**config.mk**
```make
export PLATFORM = sky130hd
export DESIGN_NAME = rle_window
export DESIGN_NICKNAME = d
export VERILOG_FILES = /design/src/design/rle_pkg.sv /design/src/design/rle_window.sv
export SDC_FILE = /design/constraint.sdc
export NUM_CORES = 1
export LEC_CHECK = 0
export CAP_MARGIN = 30
export CORE_MARGIN = 2
export CORE_UTILIZATION = 25
export CTS_CLUSTER_SIZE = 20
export DETAILED_ROUTE_END_ITERATION = 10
export DONT_BUFFER_PORTS = 1
export PLACE_DENSITY_LB_ADDON = 0.1
export SLEW_MARGIN = 20
export SYNTH_ARGS = -nofsm -noshare
export SYNTH_HDL_FRONTEND = slang
export SYNTH_SLANG_ARGS = --single-unit
```
**constraint.sdc**
```tcl
create_clock -name clock -period 10.8 [get_ports clock]
set_clock_uncertainty 0.15 [all_clocks]
set_input_delay 0.54 -clock clock [delete_from_list [all_inputs] [get_ports clock]]
set_output_delay 0.54 -clock clock [all_outputs]
set_load 0.05 [all_outputs]
```
**src/design/rle_pkg.sv**
```systemverilog
`timescale 1ns / 1ps
// ----------------------------------------------------------------------------
// rle_pkg
// Shared types and constants of the RGB Laplacian edge stream.
// ----------------------------------------------------------------------------
package rle_pkg;

   localparam int DEF_MAX_WIDTH  = 1024;
   localparam int DEF_MAX_HEIGHT = 4096;

   localparam int CH_BITS   = 8;
   localparam int PIX_BITS  = 3 * CH_BITS;
   localparam int FW_BITS   = 11;
   localparam int FH_BITS   = 12;

   localparam logic [FW_BITS-1:0] FW_RESET = 11'd600;
   localparam logic [FH_BITS-1:0] FH_RESET = 12'd400;

   localparam int CSR_IDX_BITS  = 4;
   localparam int CSR_DATA_BITS = 16;

   localparam logic [CSR_IDX_BITS-1:0] REG_FRAME_WIDTH  = 4'd0;
   localparam logic [CSR_IDX_BITS-1:0] REG_FRAME_HEIGHT = 4'd1;

   localparam logic [CH_BITS-1:0] CLAMP_MAX = 8'd255;

   localparam int OUTQ_DEPTH     = 3;
   localparam int OUTQ_PTR_BITS  = $clog2(OUTQ_DEPTH);
   localparam int OUTQ_CNT_BITS  = $clog2(OUTQ_DEPTH + 1);

   typedef struct packed {
      logic valid;
      logic pixel;
      logic emit;
      logic compute;
      logic frame_end;
   } ctl_type;

   typedef struct packed {
      logic [CH_BITS-1:0] red;
      logic [CH_BITS-1:0] green;
      logic [CH_BITS-1:0] blue;
      logic               frame_end;
   } rsp_type;

endpackage

```
**src/design/rle_window.sv**
```systemverilog
`timescale 1ns / 1ps
// ----------------------------------------------------------------------------
// rle_window
// Holds the two previous window columns and computes the clamped Laplacian.
// ----------------------------------------------------------------------------
module rle_window (
   input  logic                               clock,
   input  rle_pkg::ctl_type                   ctl,
   input  logic [rle_pkg::PIX_BITS-1:0]       px,
   input  logic [rle_pkg::PIX_BITS-1:0]       top,
   input  logic [rle_pkg::PIX_BITS-1:0]       mid,
   output logic                               res_valid,
   output rle_pkg::rsp_type                   res
);
   import rle_pkg::*;

   logic [PIX_BITS-1:0] win_ff [6];
   logic [CH_BITS-1:0]  edge_val [3];

   always_comb begin
      logic [10:0]        nsum;
      logic signed [11:0] diff;
      for (int c = 0; c < 3; c++) begin
         nsum = 11'(win_ff[0][c*CH_BITS +: CH_BITS]) + 11'(win_ff[3][c*CH_BITS +: CH_BITS])
              + 11'(top[c*CH_BITS +: CH_BITS])       + 11'(win_ff[1][c*CH_BITS +: CH_BITS])
              + 11'(mid[c*CH_BITS +: CH_BITS])       + 11'(win_ff[2][c*CH_BITS +: CH_BITS])
              + 11'(win_ff[5][c*CH_BITS +: CH_BITS]) + 11'(px[c*CH_BITS +: CH_BITS]);
         diff = $signed({1'b0, win_ff[4][c*CH_BITS +: CH_BITS], 3'b000}) - $signed({1'b0, nsum});
         if (diff[11]) begin
            edge_val[c] = '0;
         end else if (|diff[10:8]) begin
            edge_val[c] = CLAMP_MAX;
         end else begin
            edge_val[c] = diff[7:0];
         end
      end
   end

   always_ff @(posedge clock) begin
      if (ctl.valid && ctl.pixel) begin
         win_ff[0] <= win_ff[3];
         win_ff[1] <= win_ff[4];
         win_ff[2] <= win_ff[5];
         win_ff[3] <= top;
         win_ff[4] <= mid;
         win_ff[5] <= px;
      end
   end

   assign res_valid     = ctl.valid && ctl.emit;
   assign res.red       = ctl.compute ? edge_val[2] : '0;
   assign res.green     = ctl.compute ? edge_val[1] : '0;
   assign res.blue      = ctl.compute ? edge_val[0] : '0;
   assign res.frame_end = ctl.frame_end;

endmodule

```
Word-level counts from Yosys, hierarchy flattened:

Memory sizes are Yosys's and may differ from the RTL's.
Index checks and enable logic that the tools add are counted.
Widths: inputs -> output; s select.

* register bits: 0
* RAM bits: 144
* bits of input ports: 78
* memories kept: 1

* add/subtract/negate cells: 24
* muxes and demuxes: 11
* reductions and logical operators: 5

Memories
* win_ff: words 6, bits a word 24, rd ports 6, clocked after Yosys merged registers in 0, write ports 6, line rle_window.sv:17 `logic [PIX_BITS-1:0] win_ff [6];`

Operators with widths (number)
* $add 11x8->11: 12
* $mux 8: 9
* $sub 11x11->12: 3
* $add 10x8->11: 3
* $add 9x8->10: 3
* $add 8x8->9: 3
* $reduce_or 3->1: 3
* $logic_and 1x1->1: 2
* $mux 1: 2

Logic depth before layout (Yosys ltp):

* depth after elaboration: 12
* gate-level depth with buffers: 16

Worst setup path before layout:

OpenSTA, ideal clock, no wires.

* path type: input to output
* from: in top[23] (netlist name)
* to: out res[17] (netlist name)
* data arrival time: 5.234 ns
* path slack: 4.876 ns
* cell stages on the path: 16
* buffers on the path: 0
* cell sequence: inv_1 fa_1 inv_1 fa_1 inv_1 fa_1 inv_1 fa_1 inv_1 ha_1 a21o_1 a21o_1 or3_1 o211ai_1 nor4b_4 a221oi_1

RTL lines
* from (decl): line rle_window.sv:10 `input logic [rle_pkg::PIX_BITS-1:0] top,`
* to (decl): line rle_window.sv:13 `output rle_pkg::rsp_type res`

==> impl_metrics.env <==
export IMPL_slew_viol_final=0
export IMPL_syn_to_final_growth_pct=19.9
export IMPL_fmax_mhz=160
export IMPL_tightestPinTransition_ns=0.902
export IMPL_fp_dieH_um=210
export IMPL_hold_depth=0
export IMPL_startpoint_type="flop"
export IMPL_rsz0062_at_grt="no"
export IMPL_r2r_end="win_ff[1][0]"
export IMPL_top_register="win_ff"
export IMPL_final_nets=1226
export IMPL_start_util=0.254
export IMPL_syn_inst=833
export IMPL_rrSetupSlack_ns=9.77
export IMPL_antenna_cells=0
export IMPL_drc_errors=0
export IMPL_vias=5995
export IMPL_synth_top_area_frac=0.406
export IMPL_wirelength_um=22500
export IMPL_synth_largest_area_cell="edfxtp_1"
export IMPL_dr_pass1_iters=4
export IMPL_port_buffers=0
export IMPL_internal_power_w=0.00198
export IMPL_gr_total_overflow=0
export IMPL_async_flop_share=0
export IMPL_ios=104
export IMPL_critPathMaxFanout=8
export IMPL_finalSetupViolations=0
export IMPL_min_path_type="flop to flop"
export IMPL_largest_reg_flops=144
export IMPL_yosysWarnings=0
export IMPL_grt_pass1_vias=6945
export IMPL_drv_cap=0
export IMPL_syn_nets=1127
export IMPL_clk_pin_slew_ns=0.07
export IMPL_hold_path_end="win_ff[0][17]"
export IMPL_cts_root_buffer="clkbuf_16"
export IMPL_die_area_sq_um=44200
export IMPL_track_usage=0.114
export IMPL_coreArea_sq_um=41900
export IMPL_cts_buffer_depth=2
export IMPL_synth_distinct_cells=50
export IMPL_switchingPower_w=0.00191
export IMPL_reg_largest_list="win_ff x144"
export IMPL_holdBufCountCts=72
export IMPL_cts_buffers_inserted=17
export IMPL_synth_area_leaders="edfxtp_1 41%, fa_1 30%, inv_1 9.6%"
export IMPL_synth_edf_count=144
export IMPL_hold_viol_final=0
export IMPL_p_total_w=0.00389
export IMPL_cts_resized=0
export IMPL_dr_first_iter_drc_count=191
export IMPL_syn_avg_cell_area_sq_um=12.8
export IMPL_dpl_hpwl_um=17500
export IMPL_worstRegToRegCells=0
export IMPL_drive_gt1_frac=0.0667
export IMPL_p_clk_frac=0.162
export IMPL_slew_headroom=0.395
export IMPL_min_from="win_ff[3][17]"
export IMPL_grt_pass1_wl_um=37100
export IMPL_wire_per_inst_um=15.2
export IMPL_vias_per_cell=4.04
export IMPL_grt_antenna_before_repair=0
export IMPL_postCtsSetupRepairBufs=0
export IMPL_power_share_combinational=0.666
export IMPL_period_share=0.577
export IMPL_cts_tree="built"
export IMPL_place_congestion=0.732
export IMPL_power_leakage_nw=5.55
export IMPL_peakVddDrop_mv=0.160
export IMPL_swShare=0.492
export IMPL_ys_ff_latch=144
export IMPL_power_density_nw_per_um2=305
export IMPL_yosysSeqAreaShare=0.406
export IMPL_crit_required_ns=10.11
export IMPL_insertion_delay_ns=0.48
export IMPL_clkSinkCount=144
export IMPL_timing_final_crit_period_ns=6.23
export IMPL_timing_rr_start="win_ff[4][0]"
export IMPL_std_cell_rows=75
export IMPL_pwr_share_seq=0.172
export IMPL_status="finished clean"
export IMPL_setup_tns_ns=0
export IMPL_arrival_ns=5.54
export IMPL_grt_max_degree=62
export IMPL_synth_main_ff_cell="edfxtp_1"
export IMPL_critPathKind="flop to output port"
export IMPL_die_w_um=210
export IMPL_antenna_left=0
export IMPL_syn_area_sq_um=10600
export IMPL_end_kind="output port"
export IMPL_fillers=4321
export IMPL_h_tree_depth=4
==> routing by layer <==
metal	global-route usage	wire, um
met5	0	0
met4	0.0514	460
met3	0.0334	853
met2	0.179	10700
met1	0.146	10500
==> cell usage in the layout, fill, tap and decap left out, types with 2 or more instances in the layout <==
master / instances
or2_2: 4
o21ai_1: 3
and2_1: 3
clkinv_2: 2
nand3_1: 7
a211oi_1: 3
a21boi_0: 3
clkinvlp_4: 3
nor2_1: 17
xnor2_1: 15
nor4b_4: 2
buf_4: 10
clkbuf_16: 17
a22o_1: 2
nor3_1: 6
clkinv_4: 4
o211ai_1: 7
inv_1: 271
and3_1: 3
a221oi_1: 9
o21ai_0: 12
a21o_1: 8
nand2_1: 13
fa_1: 159
xor2_1: 12
a211o_1: 3
edfxtp_1: 144
a21oi_1: 22
dlygate4sd3_1: 72
ha_1: 57
o21a_1: 4
or3_1: 2
bufinv_16: 3
a221oi_2: 8
inv_6: 2
a22oi_1: 10
==> metrics by stage <==
step / instance area (sq um) / setup WS (ns) / std cells / hold WS [ns] / utilization
detailed placement: 11400 / 4.91 / 1380 / 0.288 / 0.272
global route: 12800 / 4.24 / 1484 / 0.315 / 0.304
floorplan: 10600 / 4.88 / 833 / 0.276 / -
global placement: 11400 / 4.97 / 1380 / 0.284 / 0.272
CTS: 12800 / 4.50 / 1484 / 0.299 / 0.304
finish: 12800 / 4.57 / 1484 / 0.294 / 0.304
==> worst max-delay path by stage <==
| stage | slack [ns] | cells past startpoint | start | end |
|---|---|---|---|---|
| floorplan | 4.88 | 16 | top[23] | res[17] |
| global placement | 4.97 | 16 | top[7] | res[2] |
| detailed placement | 4.91 | 14 | px[3] | res[7] |
| CTS | 4.50 | 14 | win_ff[0][6] | res[3] |
| global route | 4.24 | 14 | win_ff[5][3] | res[7] |
| finish | 4.57 | 14 | win_ff[5][3] | res[7] |
==> power groups by stage <==
stage          combinational (W)  sequential [W]  clock, W
4_1_cts                  0.00264        0.000668  0.000667
2_1_floorplan            0.00193        0.000676         0
6_report                 0.00259        0.000667  0.000632
3_3_place_gp             0.00263        0.000680         0
3_5_place_dp             0.00260        0.000680         0
5_1_grt                  0.00290        0.000672  0.000681
==> layout make-up <==
| cell class | count | area [sq um] | area share |
|---|---|---|---|
| clock buffer | 17 | 425 | 0.0333 |
| clock inverter | 15 | 186 | 0.0146 |
| inverter | 272 | 1020 | 0.0800 |
| multi-input combinational | 415 | 5330 | 0.418 |
| sequential | 144 | 4320 | 0.339 |
| tap | 539 | 674 | 0.0529 |
| timing repair buffer | 82 | 796 | 0.0624 |
==> cells by family (layout without fill, tap and decap cells) <==
family | count (synthesis) | count (layout) | share of synthesized area
xor+xnor | 27 | 27 | 0.0222
buf+inv | 274 | 386 | 0.0976
fa+ha+maj | 216 | 216 | 0.366
compound gates | 105 | 105 | 0.0716
mux | 2 | 2 | 0.00200
flops | 144 | 144 | 0.406
simple gates | 65 | 65 | 0.0341
==> synth_stat cells (2+ instances only) <==
library cell and number:
a211o_1 3, a211oi_1 3, a21boi_0 3, a21o_1 8, a21oi_1 22, a221oi_1 17, a22o_1 2, a22oi_1 10
and2_1 4, and3_1 3, edfxtp_1 144, fa_1 159, ha_1 57, inv_1 271, nand2_1 13, nand3_1 7
nor2_1 17, nor3_1 6, nor4b_4 2, o211ai_1 7, o21a_1 4, o21ai_0 12, o21ai_1 3, or2_2 4
or3_1 2, xnor2_1 15, xor2_1 12
==> worst max-delay path, stage by stage (launching register included) <==
cell	delay [ns]
edfxtp_1	0.43
fa_1	0.48
fa_1	0.52
inv_1	0.06
fa_1	0.52
inv_1	0.05
fa_1	0.47
inv_1	0.04
ha_1	0.33
nand2_1	0.06
o21ai_0	0.60
a311oi_1	0.22
xnor2_1	0.29
a211oi_4	0.12
a22oi_1	0.87
Note: power is estimated with default switching activity, not from simulation.
