--- config.mk ---
export PLATFORM = sky130hd
export DESIGN_NAME = rle_out_q
export DESIGN_NICKNAME = d
export VERILOG_FILES = /design/src/design/rle_pkg.sv /design/src/design/rle_out_q.sv
export SDC_FILE = /design/constraint.sdc
export NUM_CORES = 1
export LEC_CHECK = 0
export ABC_CLOCK_PERIOD_IN_PS = 4820
export BUFFER_PORTS_ARGS = -buffer_cell sky130_fd_sc_hd__buf_2
export CAP_MARGIN = 20
export CORE_MARGIN = 2
export CORE_UTILIZATION = 35
export CTS_BUF_LIST = sky130_fd_sc_hd__clkbuf_8
export DETAILED_ROUTE_END_ITERATION = 8
export PLACE_DENSITY = 0.63
export SYNTH_ARGS = -nofsm -noshare
export SYNTH_HDL_FRONTEND = slang
export SYNTH_SLANG_ARGS = --single-unit
--- constraint.sdc ---
create_clock -name clock -period 4.82 [get_ports clock]
set_input_delay 1.446 -clock clock [delete_from_list [all_inputs] [get_ports clock]]
set_output_delay 1.446 -clock clock [all_outputs]
set_load 0.02 [all_outputs]
--- src/design/rle_pkg.sv ---
`timescale 1ns / 1ps
// ----------------------------------------------------------------------------
// rle_pkg
// Shared types and constants of the RGB Laplacian edge stream.
// ----------------------------------------------------------------------------
package rle_pkg;

   localparam int DEF_MAX_WIDTH  = 1024;
   localparam int DEF_MAX_HEIGHT = 4096;

   localparam int CH_BITS   = 8;
   localparam int PIX_BITS  = 3 * CH_BITS;
   localparam int FW_BITS   = 11;
   localparam int FH_BITS   = 12;

   localparam logic [FW_BITS-1:0] FW_RESET = 11'd600;
   localparam logic [FH_BITS-1:0] FH_RESET = 12'd400;

   localparam int CSR_IDX_BITS  = 4;
   localparam int CSR_DATA_BITS = 16;

   localparam logic [CSR_IDX_BITS-1:0] REG_FRAME_WIDTH  = 4'd0;
   localparam logic [CSR_IDX_BITS-1:0] REG_FRAME_HEIGHT = 4'd1;

   localparam logic [CH_BITS-1:0] CLAMP_MAX = 8'd255;

   localparam int OUTQ_DEPTH     = 3;
   localparam int OUTQ_PTR_BITS  = $clog2(OUTQ_DEPTH);
   localparam int OUTQ_CNT_BITS  = $clog2(OUTQ_DEPTH + 1);

   typedef struct packed {
      logic valid;
      logic pixel;
      logic emit;
      logic compute;
      logic frame_end;
   } ctl_type;

   typedef struct packed {
      logic [CH_BITS-1:0] red;
      logic [CH_BITS-1:0] green;
      logic [CH_BITS-1:0] blue;
      logic               frame_end;
   } rsp_type;

endpackage

--- src/design/rle_out_q.sv ---
`timescale 1ns / 1ps
// ----------------------------------------------------------------------------
// rle_out_q
// Small result queue that decouples the window stage from the response side.
// ----------------------------------------------------------------------------
module rle_out_q (
   input  logic                                clock,
   input  logic                                reset,
   input  logic                                push,
   input  rle_pkg::rsp_type                    push_data,
   output logic                                rsp_valid,
   input  logic                                rsp_ready,
   output rle_pkg::rsp_type                    head,
   output logic [rle_pkg::OUTQ_CNT_BITS-1:0]   count
);
   import rle_pkg::*;

   rsp_type                  q_ff [OUTQ_DEPTH];
   logic [OUTQ_PTR_BITS-1:0] wr_ptr_ff, wr_ptr_in;
   logic [OUTQ_PTR_BITS-1:0] rd_ptr_ff, rd_ptr_in;
   logic [OUTQ_CNT_BITS-1:0] count_ff, count_in;
   logic                     pop;

   assign pop = rsp_valid && rsp_ready;

   always_comb begin
      wr_ptr_in = wr_ptr_ff;
      rd_ptr_in = rd_ptr_ff;
      count_in  = count_ff;
      if (push) begin
         wr_ptr_in = (wr_ptr_ff == OUTQ_PTR_BITS'(OUTQ_DEPTH - 1)) ? '0
                                                                   : wr_ptr_ff + 1'b1;
      end
      if (pop) begin
         rd_ptr_in = (rd_ptr_ff == OUTQ_PTR_BITS'(OUTQ_DEPTH - 1)) ? '0
                                                                   : rd_ptr_ff + 1'b1;
      end
      if (push && !pop) begin
         count_in = count_ff + 1'b1;
      end else if (pop && !push) begin
         count_in = count_ff - 1'b1;
      end
   end

   always_ff @(posedge clock) begin
      if (reset) begin
         wr_ptr_ff <= '0;
         rd_ptr_ff <= '0;
         count_ff  <= '0;
      end else begin
         wr_ptr_ff <= wr_ptr_in;
         rd_ptr_ff <= rd_ptr_in;
         count_ff  <= count_in;
      end
   end

   always_ff @(posedge clock) begin
      if (push) begin
         q_ff[wr_ptr_ff] <= push_data;
      end
   end

   assign rsp_valid = (count_ff != '0);
   assign head      = q_ff[rd_ptr_ff];
   assign count     = count_ff;

   a_no_overflow: assert property (@(posedge clock) disable iff (reset)
      (push && !pop) |-> (count_ff != OUTQ_CNT_BITS'(OUTQ_DEPTH)))
      else $error("result queue overflow");

   a_no_underflow: assert property (@(posedge clock) disable iff (reset)
      (count_ff == '0) |=> !($past(pop)))
      else $error("result queue underflow");

endmodule

# Yosys cells after proc, flatten, opt, wreduce, memory -nomap -nowiden
# Memory sizes are Yosys's and may differ from the RTL's. A register that Yosys moved wholly into a read port is not among the register bits.
# Index checks and enable logic that the tools add are counted.
# word_totals
reg_bits	6
ram_bits	75
elab_cells	25
memories	1
# memory_table
name	depth	word_bits	read_ports	rd_clocked_by_memory_dff	wr	line_no	source
q_ff	3	25	1	1	1	rle_out_q.sv:18	rsp_type q_ff [OUTQ_DEPTH];
# classes
add_sub_neg	4
eq_ne	2
muxes	8
reduce_logical	7
# op_table
cell	count
two-way mux 2 bit	6
adder 2 x 1 -> 2 bit, second input constant	3
equality test 2 bit, second input constant	2
nonzero test 2 bit	2
logical AND 1 bit	3
logical NOT 1 bit	2
two-way mux 1 bit	2
subtractor 2 x 1 -> 2 bit, second input constant	1

# Logic depth before layout (Yosys ltp)
# Gate-level depths: netlist of run 1.
# logic_depth
ltp_word	5
depth_mapped	5

# Least setup slack after synthesis of run 1
# OpenSTA, ideal clock, no wires.
# synth_timing
path_type	input to register
startpoint	input port push
endpoint	memory q_ff[0][0] (netlist name), enable pin
setup_time_ns	0.446
arrival_time_ns	3.373
t_required_ns	4.374
slack_ns	1.001
path_stages	1
cell_sequence	nor3b_1
# synth_via
elab_chain_cells	2
# synth_lines
item	line_no	source
from (decl)	rle_out_q.sv:9	input logic push,
two-way mux 1 bit	rle_out_q.sv:58	if (push) begin
two-way mux 1 bit (implied by the code)	rle_out_q.sv:59	q_ff[wr_ptr_ff] <= push_data;
to (decl)	rle_out_q.sv:18	
# Every way passes these cells.

==> out/results.ini, run 1 <==
[outcome]
status=finished, final reports clean

[finish]
post-route-util=0.431
multi_input_area_um2=637
register_area_um2=2410
num-fill-cells=815
syn_to_final_growth_pct=21.0
nets=282
drive_above_1_share=0.315
stdcell_count=365
n_antenna_cell=0

[critical_path]
rr_startpoint=wr_ptr_ff[1]$_SDFFE_PP0P_
endpoint_kind=output pin
crit_fanout=25
cp_slowest_stage_delay_ns=0.87
slowest_stage=dfxtp_2
path_class=reg2out
cp_cell_sequence=mux2i_1 -> o21ai_1 -> buf_2
arrival_ns=1.79
critPathRequiredTime_ns=3.37
start_kind=flop

[sta]
min_period_ns=3.23
setup_viol=0
tightest_slew_ns=0.868
hold_viol_final=0
finClkSkew_ns=0.00914
period_share=0.671
drv_slew=0
setup_ws_ns=1.59
final.setup.tns_ns=0
whs_ns=0.489
fmax_mhz=309
slew_headroom=0.421
rsz0062_at_grt=no

[route]
drt_iter0_drc=90
ant_nets=0
vias=1624
viasPerCell=4.45
drc=0
routedWlPerCell_um=13.6
dr.pass1.iters=4
routed_wl_mm=4.97

[synth]
syn_nets=221
netlist_area_um2=3080
synth_cells=191
synth.distinct_cells=21
ys_seq_area_frac=0.783
avgSynthCellArea_um2=16.1
synth_warnings=0
synth-seq-cells=83

[placement]
dp_hpwl_mm=3.05
io_buffers=56
post-place-ws_ns=1.92
gp_congestion=0.659
dp.cells=349

[worst_hold_path]
hold_start=rd_ptr_ff[0]$_SDFFE_PP0P_
hold_class=reg2reg

[global_routing]
grt_pass1_vias=1651
track_usage=0.109
grt_pass1_wl_mm=7.96
antenna_found_initial=0
grt_overflow=0
grt_max_degree=51

[floorplan]
std_cell_rows=34
design.core.area_um2=8640
die_area_um2=9560
start_util=0.357
die_h_um=97.8
ios=57
die_width_um=97.8

[pwr]
p_leak_uw=0.00130
ir_worst_vdd_uv=305
power_density_nw_per_um2=491

[clock_tree]
clkSinkCount=83
root_buffer=clkbuf_8
clockBufferDepth=2
cts_buffers=9
hold_buffers=0
worstSkewPairLatency_ns=0.35
clkSlewWorstSetupHoldPaths_ns=0.08
ctsResizeCount=0
cts_tree=done
h-tree-depth=3
post_cts_buffers=0

[flow_run]
maxCapViolCount=0

stage by stage:
step	power [uW]	area, um^2
2_1_floorplan	1150	3080
3_3_place_gp	1260	3490
3_5_place_dp	1270	3490
4_1_cts	1850	3730
5_1_grt	1910	3730
6_report	1830	3730
Yosys cell counts:
| master | n | share of area |
|---|---|---|
| nor2_1 | 5 | 0.0061 |
| clkbuf_1 | 5 | 0.0061 |
| nor3b_1 | 1 | 0.0024 |
| xor2_1 | 2 | 0.0057 |
| buf_6 | 2 | 0.0073 |
| a21oi_2 | 1 | 0.0028 |
| or2_1 | 1 | 0.0020 |
| a21oi_1 | 3 | 0.0049 |
| mux2i_1 | 25 | 0.081 |
| buf_2 | 1 | 0.0016 |
| o21ai_2 | 1 | 0.0028 |
| o21ai_0 | 1 | 0.0016 |
| o21ai_1 | 25 | 0.041 |
| mux2_2 | 1 | 0.0037 |
| dfxtp_1 | 8 | 0.052 |
| ha_1 | 1 | 0.0041 |
| edfxtp_1 | 75 | 0.73 |
| or3b_1 | 1 | 0.0028 |
| nand2_1 | 29 | 0.035 |
| inv_1 | 1 | 0.0012 |
| or3_1 | 2 | 0.0041 |
per-layer routing:
metal / GRT usage / share of wire / wire length [um] / vias to the layer above
met1: 0.139 / 0.45 / 2260 / 744
met2: 0.173 / 0.48 / 2360 / 39
li1: - / - / - / 833
met5: 0 / 0 / 0 / -
met3: 0.0408 / 0.056 / 276 / 8
met4: 0.0385 / 0.015 / 73 / 0
path summary, 6_finish.rpt:
check	endpoint	depth (start not counted)	slack, ns
min reg2reg	flop	2	0.49
max reg2reg	q_ff[2][17]$_DFFE_PP_	2	3.25
min	flop	2	0.49
max	head[7]	3	1.59
power by group:
| group | internal [uW] | switching, uW |
|---|---|---|
| logic | 145 | 199 |
| registers | 832 | 69.1 |
| clock network | 344 | 242 |
| total | 1320 | 510 |
final cells by class:
cell class                      count  share of cell area
Clock buffer                        9              0.0332
Clock inverter                      7              0.0312
Inverter                            1             0.00101
Multi-Input combinational cell     99               0.171
Sequential cell                    83               0.648
Tap cell                          108              0.0363
Timing Repair Buffer               58              0.0792
logic make-up after synthesis:
kind of cell / after synthesis / synth area share
AND/OR/NAND/NOR: 39 / 0.0528
buffers and inverters: 9 / 0.0163
flip-flops: 83 / 0.783
AO/OA/AOI/OAI: 31 / 0.0528
XOR/XNOR: 2 / 0.00569
adder cells (fa/ha/maj): 1 / 0.00406
multiplexers: 26 / 0.0849
placed cells by master (no fill, tap or decap), drive strengths merged, types with 2 or more instances in the layout:
cell | synthesis | final
a21oi | 4 | 4
buf | 3 | 58
bufinv | 0 | 3
clkbuf | 5 | 9
clkinv | 0 | 2
dfxtp | 8 | 8
edfxtp | 75 | 75
inv | 1 | 3
mux2i | 25 | 25
nand2 | 29 | 29
nor2 | 5 | 5
o21ai | 27 | 27
or3 | 2 | 2
xor2 | 2 | 2
registers in the layout, summed over array words and instances (netlist names), named ones only:
signal	flops
count	2
q_ff	75
rd_ptr_ff	2
wr_ptr_ff	2
worst max-delay path: cells and delay by family, from the launching register on:
kind            cells  cell delay, ns
compound gates      1            0.10
mux                 1            0.26
buf+inv             1            0.21
flops               1            0.87
(Power assumes the default switching activity.)
==> inputs of run 2 (changes only) <==
--- a/config.mk
+++ b/config.mk
@@ -5,7 +5,8 @@
 export SDC_FILE = /design/constraint.sdc
 export NUM_CORES = 1
 export LEC_CHECK = 0
-export ABC_CLOCK_PERIOD_IN_PS = 4820
+export ABC_AREA = 1
+export ABC_CLOCK_PERIOD_IN_PS = 3000
 export BUFFER_PORTS_ARGS = -buffer_cell sky130_fd_sc_hd__buf_2
 export CAP_MARGIN = 20
 export CORE_MARGIN = 2
==> constraint.sdc (replaced) <==
create_clock -name clock -period 3 [get_ports clock]
set_input_delay 0.9 -clock clock [delete_from_list [all_inputs] [get_ports clock]]
set_output_delay 0.9 -clock clock [all_outputs]
set_load 0.02 [all_outputs]
==> out/results.ini, run 2 <==
[clock_tree]
clkSinkCount=83
hold_buffers=0
cts_buffers=9
h-tree-depth=3
worstSkewPairLatency_ns=0.35
clockBufferDepth=2
post_cts_buffers=0
root_buffer=clkbuf_8
clkSlewWorstSetupHoldPaths_ns=0.08
ctsResizeCount=0
cts_tree=done

[outcome]
status=finished, final reports clean

[synth]
synthArstFlopShare=0
syn_nets=266
ys_seq_area_frac=0.757
synth-seq-cells=83
yosys.cell_count.top_type=edfxtp_1
synth_top_area_share=0.707
synth_warnings=0
synthTopCellsByArea=edfxtp_1, a21oi_1, dfxtp_1
netlist_area_um2=3190
ys_top_cells_by_count=edfxtp_1, a21oi_1, nand2_1
synth_top_cell_by_area=edfxtp_1
synth_top_flop_cell=edfxtp_1
synth.distinct_cells=18
synth_cells=236
synth_edf_count=75
avgSynthCellArea_um2=13.5

[route]
vias=1915
routedWlPerCell_um=14.5
drt_iter0_drc=75
drc=0
dr.pass1.iters=4
viasPerCell=4.65
ant_nets=0
routed_wl_mm=5.98

[sta]
min_period_ns=2.72
final.setup.tns_ns=0
hold_viol_final=0
rsz0062_at_grt=no
tightest_slew_ns=0.736
drv_slew=0
fmax_mhz=367
setup_viol=0
finClkSkew_ns=0.0124
slew_headroom=0.509
period_share=0.908

[finish]
num-fill-cells=823
nets=329
largest_register_ffs=75
drive_above_1_share=0.270
layout_commonest_cell=edfxtp_1
final_cell_mix=edfxtp_1, buf_2, a21oi_1, nand2_1, nor2_1
top_register=q_ff
n_antenna_cell=0
syn_to_final_growth_pct=17.6

[critical_path]
rr_startpoint=wr_ptr_ff[1]$_SDFFE_PP0P_
cp_slowest_stage_delay_ns=0.80
critPathRequiredTime_ns=2.10
endpoint_kind=output pin
reg2reg_slack_ns=1.45
start_kind=flop
ff2ff_path_depth=4
cp_cell_sequence=buf_4 -> a21oi_1 -> a21oi_1 -> buf_2
worst-path-buf-inv=2
path_class=reg2out
slowest_stage=dfxtp_1
cpMostUsedCell=a21oi_1
r2r-end=q_ff[1][3]$_DFFE_PP_
crit_fanout=16
path_delay_family=flip-flops
arrival_ns=1.82

[worst_hold_path]
whs_endpoint=wr_ptr_ff[1]$_SDFFE_PP0P_
whs_path_depth=2
hold_start=wr_ptr_ff[1]$_SDFFE_PP0P_
hold_class=reg2reg

[floorplan]
die_h_um=99.4
die_width_um=99.4
ios=57
std_cell_rows=34
design.core.area_um2=8760
die_area_um2=9880
start_util=0.364

[pwr]
finalPower_uw=2580
power_density_nw_per_um2=688
p_leak_uw=0.00145
ir_worst_vdd_uv=205

[global_routing]
track_usage=0.128
grt_pass1_vias=1959
grt_max_degree=26
antenna_found_initial=1
grt_overflow=0
grt_pass1_wl_mm=9.42

[placement]
io_buffers=56
gp_congestion=0.735
dp_hpwl_mm=4.01

[flow_run]
maxCapViolCount=0

run 2: changes by cell type after synthesis, moves of 3 or more:
cell / delta
a21oi_1: +48
buf_6: +4
clkbuf_1: -5
inv_1: +12
mux2i_1: -25
nand2_1: +7
nand3_1: +3
nor2_1: +25
o21ai_1: -25
run 2: logic make-up after synthesis:
kind of cell / after synthesis / synth area share
AOI/OAI and AO/OA: 56 / 0.0919
adders and majority gates: 1 / 0.00393
buffers and inverters: 25 / 0.0609
DFF: 83 / 0.757
and+or+nand+nor: 71 / 0.0860
run 2: per-layer routing:
layer  track usage  vias up  part of all wire
li1              -      959                 -
met1         0.145      906              0.42
met2         0.225       42              0.51
met3        0.0316        8             0.049
met4        0.0632        0             0.017
met5             0        -                 0
run 2: area by class of cell:
| cell class | count | area [um^2] | share of cell area |
|---|---|---|---|
| Inverter | 15 | 71.3 | 0.0190 |
| Tap cell | 108 | 135 | 0.0361 |
| Sequential cell | 83 | 2410 | 0.644 |
| Clock buffer | 9 | 124 | 0.0331 |
| Timing Repair Buffer | 62 | 363 | 0.0968 |
| Multi-Input combinational cell | 128 | 591 | 0.158 |
| Clock inverter | 7 | 51.3 | 0.0137 |
run 2: how the worst max path moves through the flow:
| stage | from | endpoint | slack [ns] | cells after the start |
|---|---|---|---|---|
| CTS | flop | head[20] | 0.25 | 4 |
| detailed placement | flop | head[20] | 0.63 | 4 |
| global placement | flop | head[20] | 0.64 | 4 |
| global route | flop | head[22] | 0.17 | 4 |
| finish | flop | head[20] | 0.28 | 4 |
| floorplan | push | q_ff[2][0]$_DFFE_PP_ | 0.65 | 2 |
run 2: per-stage QoR:
step	hold WS (ns)	util	setup WS, ns	instances	area (um^2)
floorplan	0.438	-	0.653	236	3190
global placement	0.448	0.408	0.640	396	3570
detailed placement	0.456	0.408	0.634	396	3570
CTS	0.467	0.428	0.246	412	3750
global route	0.519	0.428	0.168	412	3750
finish	0.467	0.428	0.276	412	3750
run 2: worst register-to-register path: cells and delay by family (launching register included):
family / cells / cell delay (ns)
buffers and inverters: 3 / 0.84
DFF: 1 / 0.31
and+or+nand+nor: 1 / 0.12
run 2: where the power goes:
part / internal (uW) / switching [uW]
Clock: 308 / 392
Combinational: 172 / 343
Sequential: 1320 / 38.7
